--- src/rtl/krm_pkg.sv ---
// Package for the knock rhythm matcher: constants, register codes, types.
`default_nettype none
package krm_pkg;

  localparam int unsigned HISTORY_DEPTH_DEF = 16;
  localparam int unsigned NUM_PATTERNS_DEF  = 4;

  localparam int unsigned TIME_W  = 32;
  localparam int unsigned PAT_W   = 21;
  localparam int unsigned LEN_W   = 5;
  localparam int unsigned SEQ_LSB = 5;
  localparam int unsigned SEQ_W   = 16;
  localparam int unsigned IDX_W   = 2;
  localparam int unsigned CFG_A_W = 3;

  localparam logic [TIME_W-1:0] MIN_START = 32'h7FFF_FFFF;

  typedef enum logic [CFG_A_W-1:0] {
    REG_MIN_INTERVAL = 3'd0,
    REG_TOO_LONG     = 3'd1,
    REG_DEADTIME     = 3'd2,
    REG_PATTERN_0    = 3'd3
  } cfg_reg_t;

  typedef enum logic [2:0] {
    S_IDLE,
    S_START,
    S_SCAN,
    S_EVAL,
    S_CLASS,
    S_DONE
  } state_t;

endpackage
`default_nettype wire

--- src/rtl/krm_in_if.sv ---
// Knock input channel: valid/ready with the knock timestamp.
`default_nettype none
interface krm_in_if;
  import krm_pkg::*;
  logic              valid;
  logic              ready;
  logic [TIME_W-1:0] knock_time;

  modport source (output valid, output knock_time, input ready);
  modport sink   (input valid, input knock_time, output ready);
endinterface
`default_nettype wire

--- src/rtl/krm_out_if.sv ---
// Result channel: valid/ready with accepted, matched and pattern index.
`default_nettype none
interface krm_out_if;
  import krm_pkg::*;
  logic             valid;
  logic             ready;
  logic             accepted;
  logic             matched;
  logic [IDX_W-1:0] pattern_index;

  modport source (output valid, output accepted, output matched, output pattern_index,
                  input ready);
  modport sink   (input valid, input accepted, input matched, input pattern_index,
                  output ready);
endinterface
`default_nettype wire

--- src/rtl/knock_rhythm_matcher_unit.sv ---
// Knock rhythm matcher: gap history in a ring memory, sequential pattern search.
//
//   channel  | dir | transfer when        | payload
//   ---------+-----+----------------------+------------------------------------
//   knock    | in  | valid & ready        | knock_time
//   result   | out | valid & ready        | accepted, matched, pattern_index
//   cfg      | in  | cfg_write            | cfg_index, cfg_data
//
// A rejected knock yields its result at the transfer edge. An appended knock
// walks the patterns from the top until one matches: per pattern a setup
// state, plus for a nonzero length a scan pass over the history memory, an
// evaluation state and, if the gaps pass it, a classify pass; then the result
// is posted. Both passes go through the single read port. Reset clears the
// history valid bits. A result waiting on the output holds the engine in its
// final state; knock.ready follows the slot while idle.
`default_nettype none
module knock_rhythm_matcher_unit
  import krm_pkg::*;
#(
  parameter int unsigned HistoryDepth = HISTORY_DEPTH_DEF,
  parameter int unsigned NumPatterns  = NUM_PATTERNS_DEF
) (
  input  wire logic               clk,
  input  wire logic               rst,
  krm_in_if.sink                  knock,
  krm_out_if.source               result,
  input  wire logic               cfg_write,
  input  wire logic [CFG_A_W-1:0] cfg_index,
  input  wire logic [TIME_W-1:0]  cfg_data
);

  localparam int unsigned AW = $clog2(HistoryDepth);
  localparam logic [AW-1:0] LAST_ADDR = AW'(HistoryDepth - 1);
  localparam logic [LEN_W-1:0] DEPTH_LEN = LEN_W'(HistoryDepth);

  // configuration
  logic [TIME_W-1:0] min_interval, too_long, deadtime;
  logic [PAT_W-1:0]  patterns [NumPatterns];

  // history memory and valid bits
  logic [TIME_W-1:0] mem [HistoryDepth];
  logic [HistoryDepth-1:0] hvalid;
  logic [TIME_W-1:0] rdata;
  logic              rvld;
  logic              rd_en, rd_pend;
  logic              mem_we;

  // control and datapath registers
  state_t            state, state_next;
  logic [AW-1:0]     head, head_next;
  logic [AW-1:0]     addr, addr_next;
  logic [TIME_W-1:0] last_knock, last_knock_next;
  logic [TIME_W-1:0] match_time, match_time_next;
  logic              appends_en, appends_en_next;
  logic [IDX_W-1:0]  pat_n, pat_n_next;
  logic [LEN_W-1:0]  len_q, len_next;
  logic [LEN_W-1:0]  issue_cnt, issue_cnt_next;
  logic [LEN_W-1:0]  proc_i, proc_i_next;
  logic [TIME_W-1:0] lo, lo_next, hi, hi_next, mid, mid_next;
  logic              bad, bad_next, mism, mism_next;
  logic              found, found_next;
  logic              out_valid, out_valid_next;
  logic              out_acc, out_acc_next, out_mat, out_mat_next;
  logic [IDX_W-1:0]  out_idx, out_idx_next;

  // combinational helpers
  logic              slot_free, eligible, append, go_next, last_proc, cls, mm;
  logic [TIME_W-1:0] gap, g;
  logic [AW-1:0]     head_inc, addr_dec;
  logic [PAT_W-1:0]  cur_pat;
  logic [LEN_W-1:0]  len_raw, len_sat, want_pos;
  logic [SEQ_W-1:0]  seq;
  logic [TIME_W:0]   mid_sum;

  // configuration writes
  always_ff @(posedge clk) begin
    if (rst) begin
      min_interval <= 32'd100;
      too_long     <= 32'd2000;
      deadtime     <= 32'd3000;
      for (int k = 0; k < NumPatterns; k++) begin
        patterns[k] <= '0;
      end
    end else if (cfg_write) begin
      if (cfg_index == REG_MIN_INTERVAL) min_interval <= cfg_data;
      if (cfg_index == REG_TOO_LONG)     too_long     <= cfg_data;
      if (cfg_index == REG_DEADTIME)     deadtime     <= cfg_data;
      for (int k = 0; k < NumPatterns; k++) begin
        if (cfg_index == CFG_A_W'(REG_PATTERN_0 + k)) patterns[k] <= cfg_data[PAT_W-1:0];
      end
    end
  end

  // history memory: one write port, one registered read port
  always_ff @(posedge clk) begin
    if (mem_we) mem[head_inc] <= gap;
    if (rd_en) begin
      rdata <= mem[addr];
      rvld  <= hvalid[addr];
    end
  end

  always_ff @(posedge clk) begin
    if (rst) begin
      hvalid <= '0;
    end else if (mem_we) begin
      hvalid[head_inc] <= 1'b1;
    end
  end

  assign slot_free = !out_valid || result.ready;
  assign gap       = knock.knock_time - last_knock;
  assign eligible  = appends_en || ((knock.knock_time - match_time) >= deadtime);
  assign append    = eligible && (gap > min_interval);
  assign head_inc  = (head == LAST_ADDR) ? '0 : head + 1'b1;
  assign addr_dec  = (addr == '0) ? LAST_ADDR : addr - 1'b1;
  assign cur_pat   = patterns[pat_n];
  assign len_raw   = cur_pat[LEN_W-1:0];
  assign len_sat   = (len_raw > DEPTH_LEN) ? DEPTH_LEN : len_raw;
  assign seq       = cur_pat[SEQ_LSB +: SEQ_W];
  assign g         = rvld ? rdata : '0;
  assign last_proc = (proc_i == len_q - 1'b1);
  assign want_pos  = len_q - 1'b1 - proc_i;
  assign cls       = (g >= mid);
  assign mm        = mism | (cls != seq[want_pos[3:0]]);
  assign mid_sum   = {1'b0, hi} + {1'b0, lo};

  always_comb begin
    state_next      = state;
    head_next       = head;
    addr_next       = addr;
    last_knock_next = last_knock;
    match_time_next = match_time;
    appends_en_next = appends_en;
    pat_n_next      = pat_n;
    len_next        = len_q;
    issue_cnt_next  = issue_cnt;
    proc_i_next     = proc_i;
    lo_next         = lo;
    hi_next         = hi;
    mid_next        = mid;
    bad_next        = bad;
    mism_next       = mism;
    found_next      = found;
    out_valid_next  = out_valid;
    out_acc_next    = out_acc;
    out_mat_next    = out_mat;
    out_idx_next    = out_idx;
    knock.ready     = 1'b0;
    mem_we          = 1'b0;
    rd_en           = 1'b0;
    go_next         = 1'b0;

    if (out_valid && result.ready) out_valid_next = 1'b0;

    unique case (state)
      S_IDLE: begin
        knock.ready = slot_free;
        if (knock.valid && slot_free) begin
          appends_en_next = eligible;
          if (append) begin
            mem_we          = 1'b1;
            head_next       = head_inc;
            last_knock_next = knock.knock_time;
            pat_n_next      = IDX_W'(NumPatterns - 1);
            state_next      = S_START;
          end else begin
            out_valid_next = 1'b1;
            out_acc_next   = 1'b0;
            out_mat_next   = 1'b0;
            out_idx_next   = '0;
          end
        end
      end
      S_START: begin
        if (len_raw == '0) begin
          go_next = 1'b1;
        end else begin
          len_next       = len_sat;
          issue_cnt_next = '0;
          proc_i_next    = '0;
          addr_next      = head;
          lo_next        = MIN_START;
          hi_next        = '0;
          bad_next       = 1'b0;
          state_next     = S_SCAN;
        end
      end
      S_SCAN: begin
        if (issue_cnt < len_q) begin
          rd_en          = 1'b1;
          issue_cnt_next = issue_cnt + 1'b1;
          addr_next      = addr_dec;
        end
        if (rd_pend) begin
          if (g > too_long) bad_next = 1'b1;
          if (g > hi)       hi_next  = g;
          if (g < lo)       lo_next  = g;
          proc_i_next = proc_i + 1'b1;
          if (last_proc) state_next = S_EVAL;
        end
      end
      S_EVAL: begin
        if (bad || (hi < lo) || ((hi - lo) < min_interval)) begin
          go_next = 1'b1;
        end else begin
          mid_next       = mid_sum[TIME_W:1];
          issue_cnt_next = '0;
          proc_i_next    = '0;
          addr_next      = head;
          mism_next      = 1'b0;
          state_next     = S_CLASS;
        end
      end
      S_CLASS: begin
        if (issue_cnt < len_q) begin
          rd_en          = 1'b1;
          issue_cnt_next = issue_cnt + 1'b1;
          addr_next      = addr_dec;
        end
        if (rd_pend) begin
          mism_next   = mm;
          proc_i_next = proc_i + 1'b1;
          if (last_proc) begin
            if (!mm) begin
              found_next = 1'b1;
              state_next = S_DONE;
            end else begin
              go_next = 1'b1;
            end
          end
        end
      end
      S_DONE: begin
        if (slot_free) begin
          out_valid_next = 1'b1;
          out_acc_next   = 1'b1;
          out_mat_next   = found;
          out_idx_next   = found ? pat_n : '0;
          if (found) begin
            appends_en_next = 1'b0;
            match_time_next = last_knock;
          end
          state_next = S_IDLE;
        end
      end
      default: state_next = S_IDLE;
    endcase

    // move on to the next lower pattern, or finish without a match
    if (go_next) begin
      if (pat_n == '0) begin
        found_next = 1'b0;
        state_next = S_DONE;
      end else begin
        pat_n_next = pat_n - 1'b1;
        state_next = S_START;
      end
    end
  end

  always_ff @(posedge clk) begin
    if (rst) begin
      state      <= S_IDLE;
      head       <= '0;
      last_knock <= '0;
      match_time <= '0;
      appends_en <= 1'b1;
      out_valid  <= 1'b0;
      rd_pend    <= 1'b0;
    end else begin
      state      <= state_next;
      head       <= head_next;
      last_knock <= last_knock_next;
      match_time <= match_time_next;
      appends_en <= appends_en_next;
      out_valid  <= out_valid_next;
      rd_pend    <= rd_en;
    end
  end

  always_ff @(posedge clk) begin
    addr      <= addr_next;
    pat_n     <= pat_n_next;
    len_q     <= len_next;
    issue_cnt <= issue_cnt_next;
    proc_i    <= proc_i_next;
    lo        <= lo_next;
    hi        <= hi_next;
    mid       <= mid_next;
    bad       <= bad_next;
    mism      <= mism_next;
    found     <= found_next;
    out_acc   <= out_acc_next;
    out_mat   <= out_mat_next;
    out_idx   <= out_idx_next;
  end

  assign result.valid         = out_valid;
  assign result.accepted      = out_acc;
  assign result.matched       = out_mat;
  assign result.pattern_index = out_idx;

  // a match is only ever reported for an appended knock
  a_match_needs_append: assert property (@(posedge clk) disable iff (rst)
    result.valid && result.matched |-> result.accepted)
    else $error("match reported on a rejected knock");

  // read data only returns while a pass is walking the history
  a_read_in_pass: assert property (@(posedge clk) disable iff (rst)
    rd_pend |-> (state == S_SCAN || state == S_CLASS))
    else $error("history read data outside a scan pass");

  // posting a match blocks further appends
  a_match_blocks: assert property (@(posedge clk) disable iff (rst)
    state == S_DONE && slot_free && found |=> !appends_en && result.matched)
    else $error("match posted without blocking appends");

  // an appended knock leaves its gap marked valid at the new head
  a_append_writes: assert property (@(posedge clk) disable iff (rst)
    state == S_IDLE && knock.valid && knock.ready && append |=> hvalid[head])
    else $error("appended gap not recorded");

endmodule
`default_nettype wire

--- src/flat_wrapper.sv ---
// flat-port wrapper written by rule: the top's interface ports become plain ports
module knock_rhythm_matcher_unit_flat import krm_pkg::*;
#(
  parameter int unsigned HistoryDepth = HISTORY_DEPTH_DEF,
  parameter int unsigned NumPatterns  = NUM_PATTERNS_DEF
)
  (clk, rst, cfg_write, cfg_index, cfg_data, knock_valid, knock_knock_time, knock_ready, result_valid, result_accepted, result_matched, result_pattern_index, result_ready);
  krm_in_if knock_i ();
  krm_out_if result_i ();
  input  wire logic clk;
  input  wire logic rst;
  input  wire logic cfg_write;
  input  wire logic [CFG_A_W-1:0] cfg_index;
  input  wire logic [TIME_W-1:0] cfg_data;
  input wire logic [$bits(knock_i.valid)-1:0] knock_valid;
  input wire logic [$bits(knock_i.knock_time)-1:0] knock_knock_time;
  output wire logic [$bits(knock_i.ready)-1:0] knock_ready;
  output wire logic [$bits(result_i.valid)-1:0] result_valid;
  output wire logic [$bits(result_i.accepted)-1:0] result_accepted;
  output wire logic [$bits(result_i.matched)-1:0] result_matched;
  output wire logic [$bits(result_i.pattern_index)-1:0] result_pattern_index;
  input wire logic [$bits(result_i.ready)-1:0] result_ready;
  assign knock_i.valid = knock_valid;
  assign knock_i.knock_time = knock_knock_time;
  assign knock_ready = knock_i.ready;
  assign result_valid = result_i.valid;
  assign result_accepted = result_i.accepted;
  assign result_matched = result_i.matched;
  assign result_pattern_index = result_i.pattern_index;
  assign result_i.ready = result_ready;
  knock_rhythm_matcher_unit #(.HistoryDepth(HistoryDepth), .NumPatterns(NumPatterns)) u_core (.clk(clk), .rst(rst), .knock(knock_i), .result(result_i), .cfg_write(cfg_write), .cfg_index(cfg_index), .cfg_data(cfg_data));
endmodule
--- config.mk ---
export PLATFORM = sky130hd
export DESIGN_NAME = knock_rhythm_matcher_unit_flat
export DESIGN_NICKNAME = d
export VERILOG_FILES = /design/src/rtl/krm_pkg.sv /design/src/rtl/krm_in_if.sv /design/src/rtl/krm_out_if.sv /design/src/rtl/knock_rhythm_matcher_unit.sv /design/src/flat_wrapper.sv
export SDC_FILE = /design/constraint.sdc
export NUM_CORES = 2
export LEC_CHECK = 0
export ABC_AREA = 1
export ABC_CLOCK_PERIOD_IN_PS = 8340
export BUFFER_PORTS_ARGS = -buffer_cell sky130_fd_sc_hd__buf_2
export CAP_MARGIN = 20
export CORE_ASPECT_RATIO = 1.4
export CORE_MARGIN = 5
export CORE_UTILIZATION = 25
export CTS_CLUSTER_DIAMETER = 80
export DETAILED_ROUTE_END_ITERATION = 12
export REMOVE_ABC_BUFFERS = 1
export SYNTH_ARGS = -nofsm -noshare
export SYNTH_HDL_FRONTEND = slang
export SYNTH_SLANG_ARGS = --single-unit
--- constraint.sdc ---
create_clock -name clk -period 8.34 [get_ports clk]
set_input_delay 0.834 -clock clk [delete_from_list [all_inputs] [get_ports clk]]
set_output_delay 0.834 -clock clk [all_outputs]
set_load 0.02 [all_outputs]
# After elaboration in Yosys (flattened, before gate mapping)
# Memory sizes are Yosys's and may differ from the RTL's. A register that Yosys moved wholly into a read port is not among the register bits.
# Index checks and enable logic that the tools add are counted.
dict set report totals {
  reg_bits 311
  inputBits 72
  ram_bits 596
  memories 2
  out_inout_bits 6
}
# name depth word_bits read_ports rd_ports_with_merged_regs wr line
set mem_list {}
lappend mem_list {u_core.mem 16 32 1 1 1 knock_rhythm_matcher_unit.sv:41} ;# logic [TIME_W-1:0] mem [HistoryDepth];
lappend mem_list {u_core.patterns 4 21 1 1 4 knock_rhythm_matcher_unit.sv:38} ;# logic [PAT_W-1:0] patterns [NumPatterns];
dict set report classes {
  order_cmp 14
  addsub 11
  n_bitwise 8
  eq_ne 37
  mux 114
  n_reduce_logical 35
}
# cell count
set ops {}
lappend ops {{two-way mux 32 bit} 7}
lappend ops {{one-hot mux 32 bit (2 select lines)} 2}
lappend ops {{> comparator 32 bit} 3}
lappend ops {{< comparator 32 bit} 3}
lappend ops {{subtractor 32 bit} 3}
lappend ops {{two-way mux 21 bit} 4}
lappend ops {{>= comparator 32 bit} 2}
lappend ops {{two-way mux 1 bit} 56}
lappend ops {{two-way mux 3 bit} 12}
lappend ops {{adder 32 x 32 -> 33 bit} 1}
lappend ops {{one-hot mux 5 bit (3 select lines)} 2}
lappend ops {{AND reduction 4 bit} 7}
lappend ops {{!= test 3 x 1 -> 1 bit, second input constant} 7}
lappend ops {{two-way mux 4 bit} 5}
lappend ops {{two-way mux 5 bit} 4}
lappend ops {{!= test 2 x 1 -> 1 bit, second input constant} 10}
lappend ops {{two-way mux 2 bit} 9}
lappend ops {{one-hot mux 3 bit (6 select lines)} 1}
lappend ops {{bitwise OR 16 bit} 1}
lappend ops {{== test 3 bit, second input constant} 5}
lappend ops {{< comparator 4 x 5 -> 1 bit, second input constant} 3}
lappend ops {{== test 3 x 2 -> 1 bit, second input constant} 4}
lappend ops {{one-hot mux 1 bit (2 select lines)} 6}
lappend ops {{one-hot mux 4 bit (3 select lines)} 1}
lappend ops {{other kinds (34)} 61}

# Longest topological paths before layout
dict set report logic_depth {
  word_depth 12
  ltp_mapped 32
  depth_no_buf 32
}

# Least setup slack after synthesis
# No wires, ideal clock.
dict set report synth_path {
  kind {in2reg}
  startpoint {in knock_knock_time[0]}
  endpoint {mem u_core.mem[10][0] (enable)}
  t_arrival_ns 4.986
  cell_stages 28
  setup_time_ns 0.387
  slack_ns 2.967
  cell_sequence {inv_1 ha_1 inv_1 fa_1 nand2_1 o211ai_1 nand2_1 nand2_1 a21oi_1 o21ai_2 nand2_1 o21ai_1 nand2_1 nand2_1 xor2_1 ha_1 nand2_1 nor2_1 nand4_1 or2_2 nand2_1 nor2_1 nor2_4 nand3_2 buf_6 nor2_4 nand2_1 inv_1}
}
# element line
set synth_rtl {}
lappend synth_rtl {{start: declaration} flat_wrapper.sv:16} ;# input wire logic [$bits(knock_i.knock_time)-1:0] knock_knock_time;
lappend synth_rtl {{subtractor 32 bit} knock_rhythm_matcher_unit.sv:112} ;# assign gap = knock.knock_time - last_knock;
lappend synth_rtl {{named net u_core.gap[26]} knock_rhythm_matcher_unit.sv:68} ;# logic [TIME_W-1:0] gap, g;
lappend synth_rtl {{> comparator 32 bit} knock_rhythm_matcher_unit.sv:114} ;# assign append = eligible && (gap > min_interval);
lappend synth_rtl {{logical AND 1 bit} knock_rhythm_matcher_unit.sv:114}
lappend synth_rtl {{two-way mux 1 bit} knock_rhythm_matcher_unit.sv:161} ;# if (append) begin
lappend synth_rtl {{two-way mux 1 bit} knock_rhythm_matcher_unit.sv:159} ;# if (knock.valid && slot_free) begin
lappend synth_rtl {{two-way mux 1 bit} knock_rhythm_matcher_unit.sv:156} ;# unique case (state)
lappend synth_rtl {{two-way mux 1 bit} knock_rhythm_matcher_unit.sv:96} ;# if (mem_we) mem[head_inc] <= gap;
lappend synth_rtl {{two-way mux 1 bit (not written as such)} knock_rhythm_matcher_unit.sv:96}
lappend synth_rtl {{end: declaration} knock_rhythm_matcher_unit.sv:41}
# The timed path passes the listed nets, and every way through them passes these cells.

# Final worst setup path
dict set report layout_path {
  startpoint {in knock_knock_time[0]}
  endpoint {mem u_core.mem[11][16] (enable)}
}
# The elaborated chain is that of the path after synthesis.

==> impl_results.md <==
- TNS Setup: 0 ns
- Final hold viol count: 0
- Inserted Clock Buffers: 88
- Worst skew pair latency: 0.72 ns
- Mapped Cells: roughly 5k
- R2r setup slk: 2.28 ns
- Area of the multi-input gates: 18890 sq um
- Final worst slack: 2.256 ns
- Crit path launch type: input pin
- Max Cap Viol: 0
- CTS tree: built
- Slew headroom: 0.2484
- Total GRT Usage: 0.1378
- Row count: 190
- CP Capture Type: register
- Commonest cells post-synth: 750 x edfxtp_1, 626 x nand2_1, 572 x nor2_1, 547 x inv_1, 501 x o21ai_0
- Worst stage delay on the critical path: 0.67 ns
- Post-synthesis cell type count: 56
- Hpwl dp: between 100000 and 150000 microns
- Maximum vdd drop: approximately 0.22 mV
- Htree depth: 3
- DR iter-0 viols: approximately 2.7k
- CORE AREA: 191400 sq um
- Clock share of power: 0.213
- Share of flip-flops with an asynchronous set or reset: 0
- Final setup vio count: 0
- Switching share of power: 0.4306
- Final worst path period share: 0.7295
- Clk slew on worst S/H paths: 0.07 ns
- Crit Reg-Reg Endpoint: u_core.mem[11][16]
- Cell Area, Synth: 48040 sq um
- Area leader, netlist: edfxtp_1
- Port Buffers: between 70 and 80
- Area growth syn-to-layout: 13.34%
- FILL cells: 19.90k
- Die width: 380.5 microns
- GRT Residual Overflow: 0
- Synth Flop Type: edfxtp_1
- Die Span Y: around 530 microns
- Final #Nets: approximately 5.4k
- Vias in the first global route: 35.81k
- I/O Pins: 78
- Hold Startpoint: cfg_data[11]
- Hold depth: 3
- Pins Over Slew Limit: 0
- Syn avg cell area: 9.770 sq um
- Number of buffer and inverter stages on the critical path: 4
- Pin count of the biggest net entering global routing: 158
- Count leader, synth: edfxtp_1
- Required time worst endpoint: 8.68 ns
- Tightest Hold Check Type: input pin to register
- Worst Path Max Fanout: 33
- Clock sinks: 939
- Post-Route WL: 143700 microns
- CP Launch Point: knock_knock_time[0]
- Share of cells above drive strength 1: 0.07295
- Register area share after synthesis: 0.5476
- Most frequent CP cell: nand2_1
- Outcome: finished clean
- Slowest-stage cell, CP: inv_2
- Net Sw Power: approximately 0.0087 W
- R2R depth: 28
- Wire length of the first global-routing pass: 215200 microns
- Vias: 35.82k
- GPL Wtd Cong: roughly 0.92
- DR vias/cell: 4.766
- Combinational share of power: 0.455
- Internal: between 0.01 and 0.015 W
- Reg2Reg Launch Point: u_core.last_knock[0]
- Die ar.: 201100 sq um
- Synth top area share: 0.4688
- Clock root buffer: clkbuf_16
- Clock buffer depth: 3
- Final Skew: 0.05495 ns
- Number of remaining DRC errors: 0
- Initial Util: 0.2510
- Delay-heaviest family, CP: simple AND/OR/NAND/NOR gates
- Top cells by area, synth: edfxtp_1 47%, ha_1 9.5%, dfxtp_1 7.9%
- Post-CTS setup buffer count: 0
- EDFF count, synth: 750
- Tmin final: between 6 and 7 ns
- Drt first pass iters: 7
- Pwr dens: 371.0 nW/um^2
- Warnings, synthesis: 0
- Post-route ant nets: 0
- Max Freq: 164.4 MHz
- PostCTS Resize Cnt: 0
- Flop pwr share: 0.331
- Yosys reg bits: roughly 940
- Antenna violations before repair: 5
- Hold-fix buffer count after cts: 0
- Drt wl/cell: roughly 19 microns
- WHS Endpoint: u_core.deadtime[11]
- Pre-CTS setup slack: 1.368 ns
- Crit path kind: input pin to register
- Leak pwr: 20.76 nW
- Unrepaired setup endpoints after global routing: no
- Data arrival, critical path: 6.43 ns
- Worst slew pin tran: 1.124 ns
- FF/Latch Area: 26310 sq um
-- tightest hold or removal path: cells and delay by family --
| kind | cells | cell delay (ns) |
|---|---|---|
| simple gates | 1 | 0.06 |
| compound gates | 1 | 0.08 |
| buf+inv | 1 | 0.11 |
-- placed cells by master (no fill, tap or decap), drive strengths merged, types with 2 or more instances in the layout --
cell type | netlist | routed
xnor2 | 30 | 30
nor4b | 2 | 2
xor2 | 105 | 105
nor4 | 8 | 8
a21boi | 10 | 10
or2 | 3 | 3
nand4 | 34 | 34
bufinv | 0 | 13
o21bai | 14 | 14
o211ai | 49 | 49
o31ai | 3 | 3
nand2 | 634 | 634
o22ai | 84 | 84
buf | 58 | 146
clkbuf | 153 | 98
clkinv | 3 | 42
a21o | 14 | 14
o221ai | 50 | 50
a22oi | 5 | 5
diode | 0 | 2
nand3 | 184 | 184
fa | 5 | 5
inv | 555 | 562
and3 | 5 | 5
o21a | 22 | 22
ha | 364 | 364
o2111ai | 3 | 3
nor2 | 575 | 575
clkinvlp | 0 | 8
o21ai | 515 | 515
edfxtp | 750 | 750
a221oi | 7 | 7
a32o | 4 | 4
dfxtp | 189 | 189
a21oi | 410 | 410
nor3 | 31 | 31
a31oi | 23 | 23
a211oi | 12 | 12
-- cell families after synthesis --
group	Yosys count	synth area share
AND/OR/NAND/NOR	1477	0.1251
adder cells (fa/ha/maj)	369	0.09689
AO/OA/AOI/OAI	1228	0.1439
buffers and inverters	769	0.06188
XOR/XNOR	135	0.02461
flip-flops	939	0.5476
-- metrics by stage --
stage / hold slack [ns] / power, W / cell area, sq um / utilization / cells
after floorplan: 0.4297 / 0.01246 / 47160 / - / 4706
after global placement: 0.4412 / 0.01573 / 51330 / 0.2682 / 7345
after detailed placement: 0.4495 / 0.01595 / 51350 / 0.2683 / 7347
after CTS: 0.3732 / 0.02027 / 54430 / 0.2844 / 7512
after global routing: 0.3953 / 0.02145 / 54440 / 0.2845 / 7514
final: 0.4195 / 0.02020 / 54450 / 0.2845 / 7515
-- power by group through the flow --
| stage | logic, W | clock network [W] | registers, W |
|---|---|---|---|
| after global routing | 0.0101 | 0.00458 | 0.00674 |
| final | 0.00920 | 0.00431 | 0.00669 |
| after floorplan | 0.00552 | 0 | 0.00694 |
| after CTS | 0.00920 | 0.00438 | 0.00669 |
| after detailed placement | 0.00916 | 0 | 0.00679 |
| after global placement | 0.00895 | 0 | 0.00678 |
-- state kept, by name, summed over array words and instances, names as in the netlist, 32 cells and up --
register             count
u_core.deadtime         32
u_core.hi               32
u_core.last_knock       32
u_core.lo               32
u_core.match_time       32
u_core.mem             512
u_core.mid              32
u_core.min_interval     32
u_core.patterns         84
u_core.rdata            32
u_core.too_long         32
-- worst max-delay path by stage --
stage | slack, ns | endpoint | cells past startpoint
5_1_grt | 1.77 | u_core.mem[7][7] | 28
3_3_place_gp | 1.06 | u_core.mem[12][25] | 29
3_5_place_dp | 1.37 | u_core.mem[12][30] | 26
2_1_floorplan | -2.11 | u_core.addr[0] | 4
6_report | 2.26 | u_core.mem[11][16] | 30
4_1_cts | 2.10 | u_core.mem[12][7] | 24
-- per-layer routing --
metal	up-vias	GRT usage	share of wire
met1	17360	0.1550	0.39
met4	0	0.07064	0.054
li1	17150	-	-
met3	301	0.01401	0.041
met2	1006	0.2572	0.52
met5	-	0	0
-- area by class of cell --
cell class	instances	share of cell area
inverter	558	0.03868
timing repair buffer	146	0.01719
multi-input combinational	3209	0.3470
tap	2496	0.05736
sequential	939	0.4831
antenna	2	0.00009192
clock inverter	67	0.01526
clock buffer	98	0.04132
Note: power is estimated with default switching activity, not from simulation.
